### src/rtl/uri_percent_decoder_macros.svh
// Assertion macros for the percent decoder.
// Each check runs on the rising edge of clk and is held off while rst_n is low.
`ifndef URI_PERCENT_DECODER_MACROS_SVH
`define URI_PERCENT_DECODER_MACROS_SVH

`ifndef NO_ASSERTIONS

// The consequent must hold in the same cycle as the antecedent.
`define UPD_ASSERT_NOW(label, ante, cons, msg) \
  label: assert property (@(posedge clk) disable iff (!rst_n) (ante) |-> (cons)) \
    else $error(msg);

// The consequent must hold in the cycle after the antecedent.
`define UPD_ASSERT_NEXT(label, ante, cons, msg) \
  label: assert property (@(posedge clk) disable iff (!rst_n) (ante) |=> (cons)) \
    else $error(msg);

`else

`define UPD_ASSERT_NOW(label, ante, cons, msg)
`define UPD_ASSERT_NEXT(label, ante, cons, msg)

`endif

`endif

### src/rtl/upd_pkg.sv
`timescale 1ns / 1ps

package upd_pkg;

  // Escape tracking within one header value.
  typedef enum logic [1:0] {
    PH_IDLE = 2'd0,
    PH_PCT  = 2'd1,
    PH_DIG  = 2'd2
  } phase_t;

  localparam logic [7:0] CH_PCT   = 8'h25;  // '%'
  localparam logic [7:0] CH_QUERY = 8'h3F;  // '?'
  localparam logic [7:0] CH_ZERO  = 8'h30;  // '0'
  localparam logic [7:0] CH_UPA   = 8'h41;  // 'A'
  localparam logic [7:0] CH_LOA   = 8'h61;  // 'a'
  localparam logic [7:0] HEX_TEN  = 8'd10;

  localparam int MAX_RES = 3;

  // Queue between the classifier and the result stage.
  localparam int FIFO_DEPTH = 4;
  localparam int FIFO_AW    = $clog2(FIFO_DEPTH);

  // All results caused by one input byte.
  typedef struct packed {
    logic [1:0]              cnt;    // number of results, 1 to 3
    logic [MAX_RES-1:0][7:0] bytes;  // result bytes, slot 0 first
    logic                    bare;   // single end marker without a byte
    logic                    last;   // final slot closes the value
  } bundle_t;

  // Front state made visible for checking.
  typedef struct packed {
    phase_t phase;
    logic   query_seen;
  } front_stat_t;

  function automatic logic is_hex(input logic [7:0] c);
    is_hex = (c inside {[8'h30:8'h39], [8'h41:8'h46], [8'h61:8'h66]});
  endfunction

  function automatic logic [3:0] nibble(input logic [7:0] c);
    logic [7:0] v;
    v = 8'd0;
    if (c inside {[8'h30:8'h39]}) begin
      v = c - CH_ZERO;
    end else if (c inside {[8'h41:8'h46]}) begin
      v = c - CH_UPA + HEX_TEN;
    end else if (c inside {[8'h61:8'h66]}) begin
      v = c - CH_LOA + HEX_TEN;
    end
    nibble = v[3:0];
  endfunction

endpackage

### src/rtl/upd_front.sv
`timescale 1ns / 1ps

module upd_front (
  input  logic             clk,
  input  logic             rst_n,
  input  logic             in_push,
  input  logic [7:0]       in_value_byte,
  input  logic             in_end_of_value,
  input  logic             q_full,
  output logic             q_push,
  output upd_pkg::bundle_t q_data,
  output upd_pkg::front_stat_t stat
);

  upd_pkg::phase_t phase_r, phase_nxt;
  logic [7:0]      held_r, held_nxt;
  logic            query_r, query_nxt;

  logic                              accept;
  logic [1:0]                        n;
  logic [upd_pkg::MAX_RES-1:0][7:0]  bytes;
  logic                              bare;
  logic                              b_hex;
  logic                              plain;
  logic                              pend_pct;
  logic                              pend_dig;

  assign accept = in_push && !q_full;
  assign b_hex  = upd_pkg::is_hex(in_value_byte);

  // A byte that is not consumed by an escape is handled as a plain byte.
  assign plain = !query_r &&
                 (!b_hex || (phase_r != upd_pkg::PH_PCT && phase_r != upd_pkg::PH_DIG));

  // Escape still pending once this byte has been taken in.
  assign pend_pct = plain && (in_value_byte == upd_pkg::CH_PCT);
  assign pend_dig = !query_r && (phase_r == upd_pkg::PH_PCT) && b_hex;

  // Next escape state; the end of the value returns everything to idle.
  always_comb begin
    phase_nxt = phase_r;
    held_nxt  = held_r;
    query_nxt = query_r;

    if (!query_r) begin
      case (phase_r)
        upd_pkg::PH_PCT: begin
          if (b_hex) begin
            held_nxt  = in_value_byte;
            phase_nxt = upd_pkg::PH_DIG;
          end else begin
            phase_nxt = upd_pkg::PH_IDLE;
          end
        end
        upd_pkg::PH_DIG: begin
          phase_nxt = upd_pkg::PH_IDLE;
          held_nxt  = 8'd0;
        end
        default: begin
          phase_nxt = upd_pkg::PH_IDLE;
        end
      endcase

      if (plain) begin
        if (in_value_byte == upd_pkg::CH_QUERY) begin
          query_nxt = 1'b1;
        end else if (in_value_byte == upd_pkg::CH_PCT) begin
          phase_nxt = upd_pkg::PH_PCT;
        end
      end
    end

    if (in_end_of_value) begin
      phase_nxt = upd_pkg::PH_IDLE;
      held_nxt  = 8'd0;
      query_nxt = 1'b0;
    end
  end

  // Collect the results of the byte, then flush a pending escape at the end.
  always_comb begin
    n     = 2'd0;
    bytes = '0;
    bare  = 1'b0;

    if (!query_r) begin
      case (phase_r)
        upd_pkg::PH_PCT: begin
          if (!b_hex) begin
            bytes[n] = upd_pkg::CH_PCT;
            n        = n + 2'd1;
          end
        end
        upd_pkg::PH_DIG: begin
          if (b_hex) begin
            bytes[n] = {upd_pkg::nibble(held_r), upd_pkg::nibble(in_value_byte)};
            n        = n + 2'd1;
          end else begin
            bytes[n] = upd_pkg::CH_PCT;
            n        = n + 2'd1;
            bytes[n] = held_r;
            n        = n + 2'd1;
          end
        end
        default: begin
        end
      endcase

      if (plain && in_value_byte != upd_pkg::CH_QUERY &&
          in_value_byte != upd_pkg::CH_PCT) begin
        bytes[n] = in_value_byte;
        n        = n + 2'd1;
      end
    end

    if (in_end_of_value) begin
      if (pend_pct) begin
        bytes[n] = upd_pkg::CH_PCT;
        n        = n + 2'd1;
      end else if (pend_dig) begin
        bytes[n] = upd_pkg::CH_PCT;
        n        = n + 2'd1;
        bytes[n] = in_value_byte;
        n        = n + 2'd1;
      end
      if (n == 2'd0) begin
        bare = 1'b1;
        n    = 2'd1;
      end
    end
  end

  // Hand a request to the queue only when it carries at least one result.
  assign q_push       = accept && (n != 2'd0);
  assign q_data.cnt   = n;
  assign q_data.bytes = bytes;
  assign q_data.bare  = bare;
  assign q_data.last  = in_end_of_value;

  assign stat.phase      = phase_r;
  assign stat.query_seen = query_r;

  // Escape state registers.
  always_ff @(posedge clk) begin
    if (!rst_n) begin
      phase_r <= upd_pkg::PH_IDLE;
      held_r  <= 8'd0;
      query_r <= 1'b0;
    end else if (accept) begin
      phase_r <= phase_nxt;
      held_r  <= held_nxt;
      query_r <= query_nxt;
    end
  end

endmodule

### src/rtl/upd_fifo.sv
`timescale 1ns / 1ps

module upd_fifo (
  input  logic             clk,
  input  logic             rst_n,
  input  logic             wr_en,
  input  upd_pkg::bundle_t wr_data,
  output logic             full,
  input  logic             rd_en,
  output upd_pkg::bundle_t rd_data,
  output logic             not_empty,
  output logic [upd_pkg::FIFO_AW:0] level
);

  upd_pkg::bundle_t             mem_r [upd_pkg::FIFO_DEPTH];
  logic [upd_pkg::FIFO_AW-1:0]  wr_ptr_r, rd_ptr_r;
  logic [upd_pkg::FIFO_AW:0]    cnt_r, cnt_nxt;
  logic                         do_wr, do_rd;

  assign full      = (cnt_r == upd_pkg::FIFO_DEPTH[upd_pkg::FIFO_AW:0]);
  assign not_empty = (cnt_r != '0);
  assign do_wr     = wr_en && !full;
  assign do_rd     = rd_en && not_empty;
  assign rd_data   = mem_r[rd_ptr_r];
  assign level     = cnt_r;

  // Occupancy follows the write and read requests.
  always_comb begin
    cnt_nxt = cnt_r;
    if (do_wr && !do_rd) begin
      cnt_nxt = cnt_r + 1'b1;
    end else if (do_rd && !do_wr) begin
      cnt_nxt = cnt_r - 1'b1;
    end
  end

  // Pointers and count.
  always_ff @(posedge clk) begin
    if (!rst_n) begin
      wr_ptr_r <= '0;
      rd_ptr_r <= '0;
      cnt_r    <= '0;
    end else begin
      if (do_wr) begin
        wr_ptr_r <= wr_ptr_r + 1'b1;
      end
      if (do_rd) begin
        rd_ptr_r <= rd_ptr_r + 1'b1;
      end
      cnt_r <= cnt_nxt;
    end
  end

  // Storage needs no reset.
  always_ff @(posedge clk) begin
    if (do_wr) begin
      mem_r[wr_ptr_r] <= wr_data;
    end
  end

endmodule

### src/rtl/upd_back.sv
`timescale 1ns / 1ps

module upd_back (
  input  logic             clk,
  input  logic             rst_n,
  input  upd_pkg::bundle_t q_data,
  input  logic             q_not_empty,
  output logic             q_pop,
  input  logic             pop,
  output logic             empty,
  output logic [7:0]       out_out_byte,
  output logic             out_byte_valid,
  output logic             out_last_of_value
);

  logic       vld_r, vld_nxt;
  logic [1:0] idx_r;
  logic [7:0] byte_r;
  logic       bvld_r;
  logic       last_r;
  logic       take;
  logic       final_slot;

  // Load the next slot when the output register is free or being taken.
  assign take       = q_not_empty && (!vld_r || pop);
  assign final_slot = (idx_r == (q_data.cnt - 2'd1));
  assign q_pop      = take && final_slot;

  always_comb begin
    vld_nxt = vld_r;
    if (take) begin
      vld_nxt = 1'b1;
    end else if (pop) begin
      vld_nxt = 1'b0;
    end
  end

  // Slot counter and valid flag.
  always_ff @(posedge clk) begin
    if (!rst_n) begin
      vld_r <= 1'b0;
      idx_r <= 2'd0;
    end else begin
      vld_r <= vld_nxt;
      if (take) begin
        idx_r <= final_slot ? 2'd0 : idx_r + 2'd1;
      end
    end
  end

  // Output payload register.
  always_ff @(posedge clk) begin
    if (take) begin
      byte_r <= q_data.bytes[idx_r];
      bvld_r <= !q_data.bare;
      last_r <= q_data.last && final_slot;
    end
  end

  assign empty             = !vld_r;
  assign out_out_byte      = byte_r;
  assign out_byte_valid    = bvld_r;
  assign out_last_of_value = last_r;

endmodule

### src/rtl/uri_percent_decoder.sv
`timescale 1ns / 1ps
`include "uri_percent_decoder_macros.svh"

// Streaming percent-decoder for request header values. Bytes enter one per
// clock through push/full with in_end_of_value on the final byte; results
// leave through empty/pop, one per clock, with out_last_of_value on the final
// result of each value (a value whose last byte yields nothing closes with a
// bare marker, out_byte_valid low). An accepted byte passes through the queue
// and then the output register before its first result is on the output
// ports. A byte yields up to three results, and the output register drains
// one result per clock while pop is held, so sustained input is one byte per
// clock while each byte yields at most one result; bytes that yield two or
// three results take one output slot for each result.
// A four-entry queue between the classifier and the output stage absorbs
// bursts, and full rises only when that queue is full.
module uri_percent_decoder (
  input  logic       clk,
  input  logic       rst_n,
  input  logic       push,
  output logic       full,
  input  logic [7:0] in_value_byte,
  input  logic       in_end_of_value,
  output logic       empty,
  input  logic       pop,
  output logic [7:0] out_out_byte,
  output logic       out_byte_valid,
  output logic       out_last_of_value
);

  upd_pkg::bundle_t     f_data, b_data;
  upd_pkg::front_stat_t f_stat;
  logic                 f_push;
  logic                 q_full;
  logic                 q_not_empty;
  logic                 q_pop;
  logic [upd_pkg::FIFO_AW:0] q_level;

  assign full = q_full;

  // Classifier and escape state.
  upd_front u_front (
    .clk             (clk),
    .rst_n           (rst_n),
    .in_push         (push),
    .in_value_byte   (in_value_byte),
    .in_end_of_value (in_end_of_value),
    .q_full          (q_full),
    .q_push          (f_push),
    .q_data          (f_data),
    .stat            (f_stat)
  );

  // Result queue between the two halves.
  upd_fifo u_fifo (
    .clk       (clk),
    .rst_n     (rst_n),
    .wr_en     (f_push),
    .wr_data   (f_data),
    .full      (q_full),
    .rd_en     (q_pop),
    .rd_data   (b_data),
    .not_empty (q_not_empty),
    .level     (q_level)
  );

  // Serializer and output register.
  upd_back u_back (
    .clk               (clk),
    .rst_n             (rst_n),
    .q_data            (b_data),
    .q_not_empty       (q_not_empty),
    .q_pop             (q_pop),
    .pop               (pop),
    .empty             (empty),
    .out_out_byte      (out_out_byte),
    .out_byte_valid    (out_byte_valid),
    .out_last_of_value (out_last_of_value)
  );

  // Checks on the decoder's own logic.
  `UPD_ASSERT_NOW(a_queue_bound, 1'b1, q_level <= upd_pkg::FIFO_DEPTH[upd_pkg::FIFO_AW:0], "queue level above depth")
  `UPD_ASSERT_NOW(a_bare_is_last, !empty && !out_byte_valid, out_last_of_value, "bare marker not last")
  `UPD_ASSERT_NOW(a_bundle_nonempty, q_not_empty, b_data.cnt != 2'd0, "queued request with no result")
  `UPD_ASSERT_NEXT(a_state_cleared, push && !full && in_end_of_value, f_stat.phase == upd_pkg::PH_IDLE && !f_stat.query_seen, "state not cleared after value end")

endmodule
### config.mk
export PLATFORM = sky130hd
export DESIGN_NAME = uri_percent_decoder
export DESIGN_NICKNAME = d
export VERILOG_FILES = /design/src/rtl/upd_pkg.sv /design/src/rtl/upd_front.sv /design/src/rtl/upd_fifo.sv /design/src/rtl/upd_back.sv /design/src/rtl/uri_percent_decoder.sv
export VERILOG_INCLUDE_DIRS = /design/src /design/src/rtl
export SDC_FILE = /design/constraint.sdc
export NUM_CORES = 1
export LEC_CHECK = 0
export BUFFER_PORTS_ARGS = -buffer_cell sky130_fd_sc_hd__clkbuf_2
export CORE_MARGIN = 3
export CORE_UTILIZATION = 61
export CTS_CLUSTER_DIAMETER = 100
export CTS_CLUSTER_SIZE = 25
export DETAILED_ROUTE_END_ITERATION = 10
export PLACE_DENSITY = 0.84
export RECOVER_POWER = 100
export SLEW_MARGIN = 40
export SYNTH_ARGS = -nofsm -noshare
export SYNTH_HDL_FRONTEND = slang
export SYNTH_SLANG_ARGS = --single-unit
### constraint.sdc
create_clock -name clk -period 9.75 [get_ports clk]
set_input_delay 1.4625 -clock clk [delete_from_list [all_inputs] [get_ports clk]]
set_output_delay 1.4625 -clock clk [all_outputs]
set_load 0.1 [all_outputs]
==> impl_metrics.yaml <==
run_status:
  outcome: "finished with violations"
  violations: "capacitance limit, slew limit"
sta:
  setup_violations: 0
  worst_pin_slew_ns: 1.914
  relSlewSlack: -0.2776
  fin_tns_setup_ns: 0
  rsz0062_at_grt: "false"
  fmax_mhz: 152.0
  clock_skew_ns: 0.01334
  period_share: 0.6748
  slew_violations: 145
  hold_ws_ns: 0.4850
  min_period_ns: 6.579
  setup_slack_ns: 3.171
  finalHoldViolCount: 0
synthesis:
  yosys_warnings: 0
  syn_area_sq_mm: 0.007108
  ys_types: 69
  synth_top_area_share: 0.5154
  yosysMostFrequentCell: "edfxtp_1"
  synthCells: 534
  yosysTopAreaCell: "edfxtp_1"
  syn_nets: 571
  synth_edf_count: 122
  synth_ff_type: "edfxtp_1"
  synthTopCellsByArea: "edfxtp_1, mux4_2, dfxtp_1, ha_1, mux2i_1"
  ys_ff_latch: 145
  ys_seq_area_frac: 0.5802
  avgSynthCellArea_sq_um: 13.31
  async_flop_share: 0
  synth_common_cells: "edfxtp_1, inv_1, nand2_1"
cts:
  cts_sinks: 145
  postCtsSetupBuffers: 0
  h-tree-depth: 4
  root_buffer: "clkbuf_16"
  clk_pin_slew_ns: 0.06
  numCtsBuffers: 17
  cts_buffer_depth: 2
  insertion_delay_ns: 0.42
  cts_tree: "done"
  cts_resized: 0
  postCtsHoldBufs: 0
grt:
  grt_pass1_vias: 4604
  grt_use_total: 0.2697
  grt_overflow: 0
  grt_max_degree: 29
  antenna_found_initial: 0
  grt_pass1_wl_microns: 25830
floorplanning:
  core_sq_mm: 0.01113
  ioPinCount: 25
  std_cell_rows: 38
  fp.dieH_microns: 113.9
  dieArea_sq_mm: 0.01298
  chipWidth_microns: 113.9
  start_util: 0.6389
power_and_ir_drop:
  p_int_uw: 1342
  p_sw_frac: 0.3396
  power_frac_seq: 0.428
  p_leak_uw: 0.002777
  p_sw_uw: 690.3
  power_frac_clock: 0.299
  ir_drop_mv: 0.3355
  comb_power_share: 0.273
  powerDensity_mw_per_mm2: 259.6
detailed_routing:
  drt_iter0_markers: 481
  first_pass_iters: 7
  routedWlPerCell_microns: 23.27
  highest_layer: "met4"
  vias_per_cell: 6.515
  wl_met1_microns: 6535
  drtAntennaViolNets: 0
  vias: 4652
  wl_microns: 16620
  route.met3.wl_microns: 1326
  drc: 0
  route.met2.wl_microns: 8230
critical_path:
  crit_path_end_kind: "flop"
  cp.arrival_ns: 6.58
  critPathMaxFanout: 28
  startpoint_type: "input port"
  critical_path_class: "input port to flop"
  worst_ep_required_time_ns: 9.75
placement:
  pre_cts_slack_ns: 3.963
  placedCellCount: 682
  port_buffers: 24
  gp_congestion: 0.9753
  dp_hpwl_microns: 10950
job:
  drv_cap: 5
cells_and_area:
  fillers: 776
  antenna_cells: 0
  drive_above_1_share: 0.1289
  final_util: 0.7039
  finalNonFillerCells: 714
  areaGrowthSynthToFinish_pct: 10.17
  nets: 598
min_path:
  hp-class: "flop to flop"
## critical path, stage by stage
cell	delay (ns)
clkbuf_1	0.24
inv_1	0.21
ha_1	0.27
o21ba_1	0.22
o21a_1	0.22
a21oi_1	0.47
nand2b_1	0.18
and2_0	0.21
ha_1	0.28
or2b_1	0.16
mux2i_1	0.06
o41ai_1	1.06
and2_0	0.23
clkbuf_1	1.28
## through the flow
step	instance area [sq um]	total power, uW
finish	7831	2033
global route	7831	2113
global placement	7351	1418
CTS	7908	2050
floorplan	7108	1313
detailed placement	7355	1440
## logic make-up after synthesis
| family | share of synthesized area |
|---|---|
| flip-flops | 0.5802 |
| XOR/XNOR | 0.009858 |
| buffers and inverters | 0.03292 |
| AND/OR/NAND/NOR | 0.1148 |
| multiplexers | 0.1141 |
| AO/OA/AOI/OAI | 0.1049 |
| adder cells (fa/ha/maj) | 0.04330 |
## layer usage
layer / up-vias / GRT usage
li1: 2079 / -
met1: 2304 / 0.3491
met2: 231 / 0.4344
met3: 38 / 0.06950
met4: 0 / 0.1164
met5: - / 0
## layout by cell type (no fill, tap or decap), types with 9 or more instances in the layout
master | netlist | layout
inv_1 | 36 | 36
nor2_1 | 24 | 25
clkbuf_2 | 0 | 9
nand3_1 | 13 | 13
mux4_2 | 28 | 28
clkbuf_1 | 12 | 21
ha_1 | 23 | 23
clkbuf_16 | 0 | 17
a21oi_1 | 19 | 19
nor2b_1 | 14 | 14
dfxtp_1 | 23 | 23
nand2_1 | 30 | 30
nor3_1 | 14 | 14
and2_0 | 0 | 12
o22ai_1 | 10 | 10
o21ai_0 | 22 | 27
edfxtp_1 | 122 | 122
mux2i_1 | 18 | 18
## power by group through the flow
stage | registers [uW] | clock network, uW | logic, uW
2_1_floorplan | 984 | 0 | 329
3_3_place_gp | 872 | 0 | 546
4_1_cts | 870 | 612 | 568
3_5_place_dp | 880 | 0 | 560
6_report | 869 | 609 | 555
5_1_grt | 884 | 638 | 591
## area by class of cell
| type | count | area, sq um | share of cell area |
|---|---|---|---|
| sequential | 145 | 4124 | 0.5266 |
| multi-input combinational | 331 | 2713 | 0.3464 |
| clock buffer | 19 | 432.9 | 0.05528 |
| tap | 140 | 175.2 | 0.02237 |
| inverter | 36 | 135.1 | 0.01726 |
| timing repair buffer | 30 | 131.4 | 0.01678 |
| clock inverter | 13 | 120.1 | 0.01534 |
## registers in the layout, indices dropped and copies added, names as in the netlist, 2 cells and up, named ones only
signal and flops:
u_fifo.wr_ptr_r 2, u_fifo.mem_r 112, u_back.out_out_byte 8, u_fifo.level 3, u_fifo.rd_ptr_r 2, u_front.held_r 8, u_front.phase_r 2, u_back.idx_r 2
## path summary, 6_finish.rpt
path | startpoint | cells after the start | slack [ns] | endpoint
worst max-delay path | in_value_byte[0] | 14 | 3.17 | u_fifo.mem_r[2][18]$_DFFE_PP_
worst min-delay path | u_back.vld_r$_SDFFE_PN0P_ | 2 | 0.48 | u_back.vld_r$_SDFFE_PN0P_
worst min register to register | u_back.vld_r$_SDFFE_PN0P_ | 2 | 0.48 | u_back.vld_r$_SDFFE_PN0P_
worst max register to register | u_front.phase_r[0]$_SDFFE_PN0P_ | 11 | 4.74 | u_fifo.mem_r[2][18]$_DFFE_PP_
No activity file was read; power rests on OpenSTA's default activity.
